### config.mk
export PLATFORM = sky130hd
export DESIGN_NAME = four_level_page_table_walker_unit
export DESIGN_NICKNAME = d
export VERILOG_FILES = /design/src/rtl/ptw_pkg.sv /design/src/rtl/ptw_front.sv /design/src/rtl/ptw_queue.sv /design/src/rtl/ptw_back.sv /design/src/rtl/four_level_page_table_walker_unit.sv
export SDC_FILE = /design/constraint.sdc
export NUM_CORES = 1
export LEC_CHECK = 0
export ABC_AREA = 1
export BUFFER_PORTS_ARGS = -buffer_cell sky130_fd_sc_hd__clkbuf_2
export CAP_MARGIN = 20
export CORE_MARGIN = 10
export CORE_UTILIZATION = 55
export DETAILED_ROUTE_END_ITERATION = 6
export PLACE_DENSITY = 0.76
export RECOVER_POWER = 25
export SLEW_MARGIN = 20
export SYNTH_ARGS = -nofsm -noshare
export SYNTH_HDL_FRONTEND = slang
export SYNTH_SLANG_ARGS = --single-unit
### constraint.sdc
create_clock -name clk -period 9.8 [get_ports clk]
set_clock_uncertainty 0.05 [all_clocks]
set_input_delay 1.96 -clock clk [delete_from_list [all_inputs] [get_ports clk]]
set_output_delay 1.96 -clock clk [all_outputs]
set_load 0.005 [all_outputs]
### src/rtl/ptw_pkg.sv
// ----------------------------------------------------------------------------
// ptw_pkg
// Shared types and constants for the four-level page table walker.
// ----------------------------------------------------------------------------
`default_nettype none

package ptw_pkg;

  // Default physical address width of the walked tables.
  localparam int PA_BITS_DFLT = 44;

  // Fixed field widths.
  localparam int VA_W       = 48;
  localparam int ROOT_W     = 44;
  localparam int ENTRY_W    = 64;
  localparam int OUT_ADDR_W = 44;
  localparam int OFS_W      = 12;
  localparam int IDX_W      = 9;

  // Depth of the queue between front and back.
  localparam int QDEPTH = 4;

  // Last level of the walk.
  localparam logic [1:0] LEVEL_LAST = 2'd3;

  // Input command codes.
  typedef enum logic {
    CMD_START    = 1'b0,
    CMD_RESPONSE = 1'b1
  } cmd_t;

  // Result kinds.
  typedef enum logic [1:0] {
    KIND_REQUEST = 2'd0,
    KIND_DONE    = 2'd1,
    KIND_STRAY   = 2'd2
  } kind_t;

  // Classified operation carried from front to back. The frame base travels
  // beside it, since its width follows the PA_BITS parameter.
  typedef struct packed {
    kind_t             kind;
    logic [1:0]        level;
    logic [OFS_W-1:0]  offset;
  } walk_op_t;

endpackage

`default_nettype wire

### src/rtl/ptw_front.sv
// ----------------------------------------------------------------------------
// ptw_front
// Accepts input items, tracks the walk state and classifies each item into
// a base and an offset for the back end.
// ----------------------------------------------------------------------------
`default_nettype none

module ptw_front #(
  parameter int PA_BITS = ptw_pkg::PA_BITS_DFLT
) (
  input  wire logic                        clk,
  input  wire logic                        rst_n,
  input  wire logic                        in_push,
  input  wire logic                        q_full,
  input  wire logic                        in_command,
  input  wire logic [ptw_pkg::VA_W-1:0]    in_virtual_address,
  input  wire logic [ptw_pkg::ROOT_W-1:0]  in_table_root,
  input  wire logic [ptw_pkg::ENTRY_W-1:0] in_entry_data,
  output      logic                        q_push,
  output      logic [PA_BITS-1:0]          q_base,
  output      ptw_pkg::walk_op_t           q_op,
  output      logic                        busy
);

  logic                       walk_busy_r, walk_busy_nxt;
  logic [1:0]                 level_r, level_nxt;
  logic [ptw_pkg::VA_W-1:0]   vaddr_r, vaddr_nxt;
  logic [PA_BITS-1:0]         root_pa;
  logic [PA_BITS-1:0]         frame;
  logic [1:0]                 next_level;
  logic [ptw_pkg::VA_W-1:0]   idx_va;
  logic [1:0]                 idx_level;
  logic [ptw_pkg::IDX_W-1:0]  idx;

  assign q_push = in_push && !q_full;
  assign busy   = walk_busy_r;

  generate
    if (PA_BITS > ptw_pkg::ROOT_W) begin : g_root_wide
      assign root_pa = {{(PA_BITS - ptw_pkg::ROOT_W){1'b0}}, in_table_root};
    end else begin : g_root_narrow
      assign root_pa = in_table_root[PA_BITS-1:0];
    end
  endgenerate

  assign frame      = {in_entry_data[PA_BITS-1:ptw_pkg::OFS_W], {ptw_pkg::OFS_W{1'b0}}};
  assign next_level = level_r + 2'd1;

  // Table index for the level being requested.
  assign idx_va    = (in_command == ptw_pkg::CMD_START) ? in_virtual_address : vaddr_r;
  assign idx_level = (in_command == ptw_pkg::CMD_START) ? 2'd0 : next_level;

  always_comb begin
    case (idx_level)
      2'd0:    idx = idx_va[47:39];
      2'd1:    idx = idx_va[38:30];
      2'd2:    idx = idx_va[29:21];
      default: idx = idx_va[20:12];
    endcase
  end

  always_comb begin
    walk_busy_nxt = walk_busy_r;
    level_nxt     = level_r;
    vaddr_nxt     = vaddr_r;
    q_base        = '0;
    q_op.kind     = ptw_pkg::KIND_STRAY;
    q_op.level    = 2'd0;
    q_op.offset   = '0;
    if (in_command == ptw_pkg::CMD_START) begin
      walk_busy_nxt = 1'b1;
      level_nxt     = 2'd0;
      vaddr_nxt     = in_virtual_address;
      q_base        = root_pa;
      q_op.kind     = ptw_pkg::KIND_REQUEST;
      q_op.offset   = {idx, 3'b000};
    end else if (walk_busy_r) begin
      q_base = frame;
      if (level_r == ptw_pkg::LEVEL_LAST) begin
        walk_busy_nxt = 1'b0;
        level_nxt     = 2'd0;
        q_op.kind     = ptw_pkg::KIND_DONE;
        q_op.level    = ptw_pkg::LEVEL_LAST;
        q_op.offset   = vaddr_r[ptw_pkg::OFS_W-1:0];
      end else begin
        level_nxt   = next_level;
        q_op.kind   = ptw_pkg::KIND_REQUEST;
        q_op.level  = next_level;
        q_op.offset = {idx, 3'b000};
      end
    end
  end

  always_ff @(posedge clk) begin
    if (!rst_n) begin
      walk_busy_r <= 1'b0;
      level_r     <= 2'd0;
      vaddr_r     <= '0;
    end else if (q_push) begin
      walk_busy_r <= walk_busy_nxt;
      level_r     <= level_nxt;
      vaddr_r     <= vaddr_nxt;
    end
  end

endmodule

`default_nettype wire

### src/rtl/ptw_queue.sv
// ----------------------------------------------------------------------------
// ptw_queue
// Small first-in first-out queue of classified operations between the
// front and the back of the walker.
// ----------------------------------------------------------------------------
`default_nettype none

module ptw_queue #(
  parameter int PA_BITS = ptw_pkg::PA_BITS_DFLT
) (
  input  wire logic               clk,
  input  wire logic               rst_n,
  input  wire logic               push,
  input  wire logic [PA_BITS-1:0] push_base,
  input  wire ptw_pkg::walk_op_t  push_op,
  output      logic               full,
  input  wire logic               pop,
  output      logic               empty,
  output      logic [PA_BITS-1:0] head_base,
  output      ptw_pkg::walk_op_t  head_op
);

  localparam int PTR_W = $clog2(ptw_pkg::QDEPTH);
  localparam int CNT_W = $clog2(ptw_pkg::QDEPTH + 1);

  logic [PA_BITS-1:0] base_r [ptw_pkg::QDEPTH];
  ptw_pkg::walk_op_t  op_r   [ptw_pkg::QDEPTH];
  logic [PTR_W-1:0]   wr_ptr_r, wr_ptr_nxt;
  logic [PTR_W-1:0]   rd_ptr_r, rd_ptr_nxt;
  logic [CNT_W-1:0]   count_r, count_nxt;
  logic               do_push, do_pop;

  assign full      = (count_r == CNT_W'(ptw_pkg::QDEPTH));
  assign empty     = (count_r == '0);
  assign do_push   = push && !full;
  assign do_pop    = pop && !empty;
  assign head_base = base_r[rd_ptr_r];
  assign head_op   = op_r[rd_ptr_r];

  always_comb begin
    wr_ptr_nxt = do_push ? PTR_W'(wr_ptr_r + 1'b1) : wr_ptr_r;
    rd_ptr_nxt = do_pop  ? PTR_W'(rd_ptr_r + 1'b1) : rd_ptr_r;
    count_nxt  = count_r;
    if (do_push && !do_pop) begin
      count_nxt = count_r + 1'b1;
    end else if (do_pop && !do_push) begin
      count_nxt = count_r - 1'b1;
    end
  end

  always_ff @(posedge clk) begin
    if (!rst_n) begin
      wr_ptr_r <= '0;
      rd_ptr_r <= '0;
      count_r  <= '0;
    end else begin
      wr_ptr_r <= wr_ptr_nxt;
      rd_ptr_r <= rd_ptr_nxt;
      count_r  <= count_nxt;
    end
  end

  always_ff @(posedge clk) begin
    if (do_push) begin
      base_r[wr_ptr_r] <= push_base;
      op_r[wr_ptr_r]   <= push_op;
    end
  end

endmodule

`default_nettype wire

### src/rtl/ptw_back.sv
// ----------------------------------------------------------------------------
// ptw_back
// Takes classified operations from the queue, forms the address and holds
// the result in an output register until it is taken.
// ----------------------------------------------------------------------------
`default_nettype none

module ptw_back #(
  parameter int PA_BITS = ptw_pkg::PA_BITS_DFLT
) (
  input  wire logic                           clk,
  input  wire logic                           rst_n,
  input  wire logic                           q_empty,
  input  wire logic [PA_BITS-1:0]             q_base,
  input  wire ptw_pkg::walk_op_t              q_op,
  output      logic                           q_pop,
  output      logic                           out_empty,
  input  wire logic                           out_pop,
  output      logic [1:0]                     out_result_kind,
  output      logic [ptw_pkg::OUT_ADDR_W-1:0] out_result_address,
  output      logic [1:0]                     out_walk_level
);

  logic                            valid_r;
  logic [1:0]                      kind_r;
  logic [ptw_pkg::OUT_ADDR_W-1:0]  addr_r;
  logic [1:0]                      level_r;
  logic [PA_BITS-1:0]              sum;
  logic [ptw_pkg::OUT_ADDR_W-1:0]  addr_nxt;
  logic                            slot_free;

  // The sum wraps within PA_BITS bits.
  assign sum = q_base + {{(PA_BITS - ptw_pkg::OFS_W){1'b0}}, q_op.offset};

  generate
    if (PA_BITS >= ptw_pkg::OUT_ADDR_W) begin : g_out_narrow
      assign addr_nxt = sum[ptw_pkg::OUT_ADDR_W-1:0];
    end else begin : g_out_wide
      assign addr_nxt = {{(ptw_pkg::OUT_ADDR_W - PA_BITS){1'b0}}, sum};
    end
  endgenerate

  assign slot_free = !valid_r || out_pop;
  assign q_pop     = !q_empty && slot_free;
  assign out_empty = !valid_r;

  assign out_result_kind    = kind_r;
  assign out_result_address = addr_r;
  assign out_walk_level     = level_r;

  always_ff @(posedge clk) begin
    if (!rst_n) begin
      valid_r <= 1'b0;
    end else if (slot_free) begin
      valid_r <= !q_empty;
    end
  end

  always_ff @(posedge clk) begin
    if (q_pop) begin
      kind_r  <= q_op.kind;
      addr_r  <= addr_nxt;
      level_r <= q_op.level;
    end
  end

endmodule

`default_nettype wire

### src/rtl/four_level_page_table_walker_unit.sv
// ----------------------------------------------------------------------------
// four_level_page_table_walker_unit
// Four-level page table walker for 48-bit virtual addresses.
// ----------------------------------------------------------------------------
//
//   Channel  Handshake         Fields
//   -------  ----------------  ------------------------------------------------
//   in       in_push/in_full   command, virtual_address, table_root, entry_data
//   out      out_pop/out_empty result_kind, result_address, walk_level
//
// Every input transfer produces exactly one result transfer. A result is
// registered in the queue and then in the output register before it appears
// on the out ports. One item is taken per cycle while in_full is low: the
// walk state update in the front is the only loop, one compare and
// increment per item. The front-to-back queue holds four items. Reset is
// synchronous and clears the walk state, the queue pointers and the output
// valid flag. A stalled out side fills the queue and then raises in_full.
//
// The front keeps the walk state (busy flag, current level, saved virtual
// address). A start transfer latches the address and requests the top-level
// entry at the root plus the level-zero index times eight. A response while
// a walk is in progress masks the entry to its frame bits and either
// requests the next level or, after the fourth entry, reports the frame plus
// the page offset as the physical address. A response with no walk in
// progress is reported as a stray result with a zero address. A start while
// a walk is in progress abandons that walk.
//
// The back end does the final address add within PA_BITS bits and keeps the
// result in an output register, so the front keeps taking transfers while a
// result waits to be popped.
// ----------------------------------------------------------------------------
`default_nettype none

module four_level_page_table_walker_unit #(
  parameter int PA_BITS = ptw_pkg::PA_BITS_DFLT
) (
  input  wire logic                           clk,
  input  wire logic                           rst_n,
  input  wire logic                           in_push,
  output      logic                           in_full,
  input  wire logic                           in_command,
  input  wire logic [ptw_pkg::VA_W-1:0]       in_virtual_address,
  input  wire logic [ptw_pkg::ROOT_W-1:0]     in_table_root,
  input  wire logic [ptw_pkg::ENTRY_W-1:0]    in_entry_data,
  output      logic                           out_empty,
  input  wire logic                           out_pop,
  output      logic [1:0]                     out_result_kind,
  output      logic [ptw_pkg::OUT_ADDR_W-1:0] out_result_address,
  output      logic [1:0]                     out_walk_level
);

  logic               q_push;
  logic               q_full;
  logic               q_pop;
  logic               q_empty;
  logic [PA_BITS-1:0] push_base;
  ptw_pkg::walk_op_t  push_op;
  logic [PA_BITS-1:0] head_base;
  ptw_pkg::walk_op_t  head_op;
  logic               walk_busy;

  assign in_full = q_full;

  ptw_front #(
    .PA_BITS (PA_BITS)
  ) u_front (
    .clk                (clk),
    .rst_n              (rst_n),
    .in_push            (in_push),
    .q_full             (q_full),
    .in_command         (in_command),
    .in_virtual_address (in_virtual_address),
    .in_table_root      (in_table_root),
    .in_entry_data      (in_entry_data),
    .q_push             (q_push),
    .q_base             (push_base),
    .q_op               (push_op),
    .busy               (walk_busy)
  );

  ptw_queue #(
    .PA_BITS (PA_BITS)
  ) u_queue (
    .clk       (clk),
    .rst_n     (rst_n),
    .push      (q_push),
    .push_base (push_base),
    .push_op   (push_op),
    .full      (q_full),
    .pop       (q_pop),
    .empty     (q_empty),
    .head_base (head_base),
    .head_op   (head_op)
  );

  ptw_back #(
    .PA_BITS (PA_BITS)
  ) u_back (
    .clk                (clk),
    .rst_n              (rst_n),
    .q_empty            (q_empty),
    .q_base             (head_base),
    .q_op               (head_op),
    .q_pop              (q_pop),
    .out_empty          (out_empty),
    .out_pop            (out_pop),
    .out_result_kind    (out_result_kind),
    .out_result_address (out_result_address),
    .out_walk_level     (out_walk_level)
  );

`ifndef NO_ASSERTIONS
  // The queue can never be full and empty at once.
  a_queue_sane: assert property (@(posedge clk) disable iff (!rst_n)
    !(q_full && q_empty))
    else $error("queue reports full and empty together");

  // A start transfer always leaves a walk in progress.
  a_start_busy: assert property (@(posedge clk) disable iff (!rst_n)
    (q_push && in_command == ptw_pkg::CMD_START) |=> walk_busy)
    else $error("walk not busy after a start transfer");

  // A finished translation is always reported at the last level.
  a_done_level: assert property (@(posedge clk) disable iff (!rst_n)
    (!out_empty && out_result_kind == ptw_pkg::KIND_DONE)
      |-> (out_walk_level == ptw_pkg::LEVEL_LAST))
    else $error("done result not at last level");

  // A stray response carries a zero address and level.
  a_stray_zero: assert property (@(posedge clk) disable iff (!rst_n)
    (!out_empty && out_result_kind == ptw_pkg::KIND_STRAY)
      |-> (out_result_address == '0 && out_walk_level == 2'd0))
    else $error("stray result with nonzero address or level");
`endif

endmodule

`default_nettype wire

* Yosys cells after proc, flatten, opt, wreduce, memory -nomap -nowiden
Memory sizes are Yosys's and may differ from the RTL's. A register that Yosys moved wholly into a read port is not among the register bits.
Index checks and enable logic that the tools add are counted.
** Cells by class
- $add $sub $neg :: 6
- Eq/ne operators :: 5
- Bitwise logic cells :: 1
- Multiplexer cells :: 24
- Reduce and logical (&&, ||, !) cells :: 17
** Operators by type and width (count)
- 44-bit 2-to-1 mux :: 2
- 48-bit 2-to-1 mux :: 1
- 44-bit by 12-bit adder with 44-bit output :: 1
- 9-bit one-hot mux with 3 select lines :: 1
- 2-bit 2-to-1 mux :: 10
- 16-bit 2-to-1 mux :: 1
- 15-bit 2-to-1 mux :: 1
- 12-bit 2-to-1 mux :: 1
- 2-bit by 1-bit adder with 2-bit output, second input constant :: 3
- 1-bit logical AND :: 6
- 3-bit 2-to-1 mux :: 2
- 1-bit logical NOT :: 5
- 1-bit 2-to-1 mux :: 5
- 2-bit == test, second input constant :: 2
- 2-bit AND reduction :: 2
- 3-bit by 1-bit adder with 3-bit output, second input constant :: 1
- 3-bit == test, second input constant :: 1
- 3-bit logical NOT :: 1
- 3-bit by 1-bit subtractor with 3-bit output, second input constant :: 1
- 2-bit by 1-bit == test with 1-bit output, second input constant :: 1
- 2-bit logical NOT :: 1
- 2-bit by 1-bit inequality test with 1-bit output, second input constant :: 1
- 2-bit nonzero test :: 1
- 1-bit logical OR :: 1
- 1-bit inverter :: 1
** Word-level totals
- Bits in registers :: 107
- RAM bits :: 240
- Memories kept :: 2
- Output and inout port bits :: 50
** Memory list
- u_queue.base_r :: words 4, width 44, rd ports 1, clocked after memory_dff 1, write ports 1, line ptw_queue.sv:26 : logic [PA_BITS-1:0] base_r [ptw_pkg::QDEPTH];
- u_queue.op_r :: words 4, width 16, rd ports 1, clocked after memory_dff 1, write ports 1, line ptw_queue.sv:27 : ptw_pkg::walk_op_t op_r [ptw_pkg::QDEPTH];

* Logic depth before layout (Yosys ltp)
- Word-level depth :: 8
- Mapped depth :: 22

* Hierarchy
From an unflattened synthesis, not the netlist that was laid out.
** Second synthesis, totals
- Cell total of the unflattened synthesis :: 1657
- Area, all modules :: 16291.9 um^2
** By module, submodules not included
- ptw_queue :: cells each 650, seq. area each 7387.1 um^2, area an instance 9551.7 um^2, instances 1
- ptw_back :: cells each 489, seq. area each 1461.4 um^2, area an instance 3574.7 um^2, instances 1
- ptw_front :: cells each 518, seq. area each 1021.0 um^2, area an instance 3165.5 um^2, instances 1

* Least setup slack after synthesis
OpenSTA, ideal clock, no wires.
- Kind :: input to register
- Start :: in out_pop
- End :: reg u_queue.count_r[1]
- Stages on the path :: 8
- Arrival :: 5.573 ns
- Setup slack :: 4.057 ns
- Data required time :: 9.630 ns
- Buffers on the path :: 0
- Library setup time :: 0.120 ns
- Path through :: nor2_1 a21oi_1 inv_1 ha_1 inv_1 fa_1 o21ai_0 a21oi_1
** Between the ends
- Cells in the longest elaborated chain, start to end :: 6
- Elaborated cells on any way between the ends :: 8
- Classes of those cells :: mux (1); reduce/logical (7)
** Ends and longest elaborated chain
- start: declaration :: line four_level_page_table_walker_unit.sv:46 : input wire logic out_pop,
- 1-bit logical OR :: line ptw_back.sv:43 : assign slot_free = !valid_r || out_pop;
- 1-bit logical AND :: line ptw_back.sv:44 : assign q_pop = !q_empty && slot_free;
- net q_pop :: line four_level_page_table_walker_unit.sv:54 : logic q_pop;
- 1-bit logical AND :: line ptw_queue.sv:36 : assign do_pop = pop && !empty;
- 1-bit logical NOT :: line ptw_queue.sv:44 : if (do_push && !do_pop) begin
- 1-bit logical AND :: line ptw_queue.sv:44
- 3-bit 2-to-1 mux :: line ptw_queue.sv:44
- net u_queue.count_nxt[1] :: line ptw_queue.sv:30 : logic [CNT_W-1:0] count_r, count_nxt;
- end signal: assignment :: line ptw_queue.sv:59 : count_r <= count_nxt;
- end: declaration :: line ptw_queue.sv:30
The timed path passes the listed nets, and every way through them passes these cells.
A chain may end at the register's enable or synchronous reset.

==> out/results.tsv <==
stage	metric	value	unit
worst_setup_path	critPathBufInv	3	
yosys	yosys-top-cells-count	nand2_1 (504), edfxtp_1 (288), inv_1 (153), nor2_1 (153), o21ai_0 (146)	
routing	vias	12150	
worst_setup_path	max_stage_delay	1.33	ns
yosys	synth_area	16200	um2
worst_setup_path	crit_fanout	91	
routing	drc	0	
final_layout	syn_to_final_growth	13.8	%
timing	worst_slew_pin_slew	2.96	ns
routing	ant_nets	0	
timing	finalCritPeriodShare	58.7	%
final_layout	nNetsFinal	2057	
worst_setup_path	cp-end-kind	flip-flop	
yosys	synth-edff-count	288	
clocking	clock_path_buffers	3	
yosys	synth_area_leader_cell	edfxtp_1	
global_routing	grt_pass1_vias	11588	
final_layout	n_antenna_cell	0	
timing	period_needed	5.75	ns
status	violations	max-capacitance violations, max-slew violations	
die	die_y	191	um
global_routing	antenna_found_initial	0	
timing	slew_violations	107	
timing	relSlewSlack	-97.5	%
worst_setup_path	worst_ep_required_time	10.03	ns
final_layout	drive_above_1_share	12.7	%
yosys	ys.flop_type	edfxtp_1	
clocking	cts_tree	yes	
power	p_leak	7.68	nW
routing	wl_per_cell	16.7	um
yosys	synth_fa_ha_area_share	1.80	%
placement	gp_congestion	0.883	
die	dieArea	36600	um2
worst_setup_path	worstSetupStartpointType	flip-flop	
worst_setup_path	cp_top_family	buffers and inverters	
routing	firstDrtPassIters	5	
clocking	postCtsSetupRepairBufs	0	
die	fp.dieW	191	um
clocking	worstSkewPairLatency	0.52	ns
yosys	synth_top_area_share	53.5	%
yosys	synthMuxAreaShare	0.0620	%
worst_setup_path	cp_slowest_cell	clkinvlp_2	
timing	max_freq	0.174	GHz
clocking	h-tree-depth	2	
yosys	synth.area.top_cells	edfxtp_1 (54%), nand2_1 (12%), dfxtp_1 (7.6%)	
yosys	yosysWarnings	0	
status	status	finished, violations left	
yosys	synth_top_family_by_area	simple AND/OR/NAND/NOR gates	
yosys	syn-num-nets	1909	
yosys	synth_compound_area_share	8.69	%
clocking	clock-sinks	349	
worst_setup_path	cp_cell_sequence	clkinvlp_2, buf_4, o21ai_0, o22ai_1, ha_1, nand3_1, nand3_1, nand2_1, nand2_1, nand2_1, nand3_1, nand2_1, nor2_2, nand3_1, nand2_1, inv_1	
global_routing	grt_pass1_wl	59300	um
timing	tns	0	ns
worst_setup_path	crit_path_frequent_cell	nand2_1	
placement	dp_hpwl	25100	um
yosys	synth_seq_cells	349	
yosys	synthSimpleGateAreaFrac	20.3	%
die	core_region_area	28900	um2
yosys	synth_cell_types	36	
power	total_power	5.44	mW
die	initial_utilization	56.0	%
yosys	synth-xor-area-share	1.90	%
clocking	cts_root_buf	clkbuf_16	
yosys	synth.most_common_cell	nand2_1	
worst_setup_path	worst_ep_arrival_time	5.98	ns
job	max-cap-violations	2	
yosys	ys_seq_area_share	61.1	%
clocking	ctsHoldBuffers	0	
clocking	cts_buffers	36	
hold_path	hold_path.class	reg -> reg	
placement	port_buffers	178	
die	pin_count	211	
clocking	clk_pin_slew_worst_paths	0.06	ns
routing	vias_per_cell	5.32	
routing	routed_wl	38100	um
global_routing	grt_usage	20.3	%
timing	grt_setup_unrepaired	false	
timing	setup_viol	0	
yosys	synth_cells	1726	
hold_path	hp-start	u_front.vaddr_r[40]$_SDFFE_PN0P_	
power	power_density	296	nW/um2
yosys	async_flop_share	0	%
worst_setup_path	worstSetupPathType	reg -> reg	
clocking	cts_resized	0	
yosys	syn_area_per_cell	9.36	um2
power	ir_drop	0.269	mV
global_routing	grt_max_degree	92	
timing	hold_viol_final	0	
die	core.rowCount	62	
global_routing	overflow	0	
routing	drt-initial-drc-count	1037	
-- cell type report --
| class | instances | area (um2) |
|---|---|---|
| fillers | 2373 | 10500 |
| flip-flops and latches | 349 | 9870 |
| multi-input cells | 1136 | 5340 |
| clock buffers | 49 | 1030 |
| repair buffers | 193 | 952 |
| inverters | 158 | 594 |
| well taps | 384 | 480 |
| clock inverters | 15 | 113 |
-- kinds of logic after synthesis --
| group | after synthesis |
|---|---|
| and+or+nand+nor | 813 |
| DFF | 349 |
| AOI/OAI and AO/OA | 265 |
| buffers and inverters | 241 |
| xor gates and xnor gates | 35 |
| adders and majority gates | 22 |
| muxes | 1 |
-- cell usage in the layout, fill, tap and decap left out, types with 2 or more instances in the layout --
cell type / synthesis / layout
o2111ai_1: 2 / 2
a21oi_1: 69 / 68
edfxtp_1: 288 / 288
clkbuf_8: 0 / 4
dfxtp_1: 61 / 60
nand4_1: 6 / 6
xnor2_1: 5 / 5
o22ai_1: 34 / 34
o211ai_1: 4 / 4
clkbuf_16: 0 / 38
buf_4: 3 / 13
nor3_1: 2 / 2
nor2_2: 10 / 10
clkbuf_2: 0 / 145
clkinv_1: 0 / 4
nor2_4: 0 / 4
clkbuf_1: 52 / 41
fa_1: 2 / 2
ha_1: 20 / 20
inv_2: 4 / 5
clkinv_2: 0 / 5
inv_1: 153 / 152
nand2_2: 6 / 7
a211oi_1: 4 / 4
nand3_1: 128 / 128
xor2_1: 30 / 30
or2_2: 2 / 2
inv_6: 0 / 2
nand2_1: 504 / 503
o21ai_1: 3 / 3
nor2_1: 153 / 149
clkinv_4: 0 / 2
o21ai_0: 146 / 146
-- path summary, 6_finish.rpt --
path                                              to  slack (ns)  depth (start not counted)
min reg2reg         u_front.vaddr_r[40]$_SDFFE_PN0P_        0.40                          2
max reg2reg  u_back.out_result_address[40]$_DFFE_PP_        4.05                         16
max          u_back.out_result_address[40]$_DFFE_PP_        4.05                         16
min                 u_front.vaddr_r[40]$_SDFFE_PN0P_        0.40                          2
-- worst min-delay path: stages (launching register included) --
cell,delay [ns]
dfxtp_1,0.30
inv_1,0.05
a21oi_1,0.05
-- where the power goes --
group	internal (mW)	switching, mW	total (mW)
combinational	0.618	1.40	2.02
sequential	2.01	0.100	2.11
clock	0.769	0.543	1.31
-- per-layer routing --
metal	share of wire (%)	wire length (um)	GRT usage, %
met5	0	0	0
met2	47	17700	32.7
met1	43	16400	27.3
met4	2.1	784	5.86
met3	8.3	3180	4.26
-- metrics by stage --
stage / hold WS [ns] / utilization, % / worst slack, ns / instance area [um2] / instances
2_1_floorplan: 0.374 / - / 4.06 / 16200 / 1726
3_3_place_gp: 0.384 / 59.9 / 4.60 / 17300 / 2220
3_5_place_dp: 0.391 / 59.9 / 4.57 / 17300 / 2220
4_1_cts: 0.402 / 63.9 / 5.09 / 18400 / 2284
5_1_grt: 0.420 / 63.7 / 3.42 / 18400 / 2284
6_report: 0.402 / 63.7 / 4.05 / 18400 / 2284
-- registers in the layout, indices dropped and copies added, names as in the netlist, named ones only --
| name | count |
|---|---|
| u_front.busy | 1 |
| u_back.out_result_address | 44 |
| u_back.out_result_kind | 2 |
| u_queue.count_r | 3 |
| u_queue.op_r | 64 |
| u_back.valid_r | 1 |
| u_queue.base_r | 176 |
| u_queue.wr_ptr_r | 2 |
| u_back.out_walk_level | 2 |
| u_front.level_r | 2 |
| u_front.vaddr_r | 48 |
| u_queue.rd_ptr_r | 2 |
(Power assumes the default switching activity.)
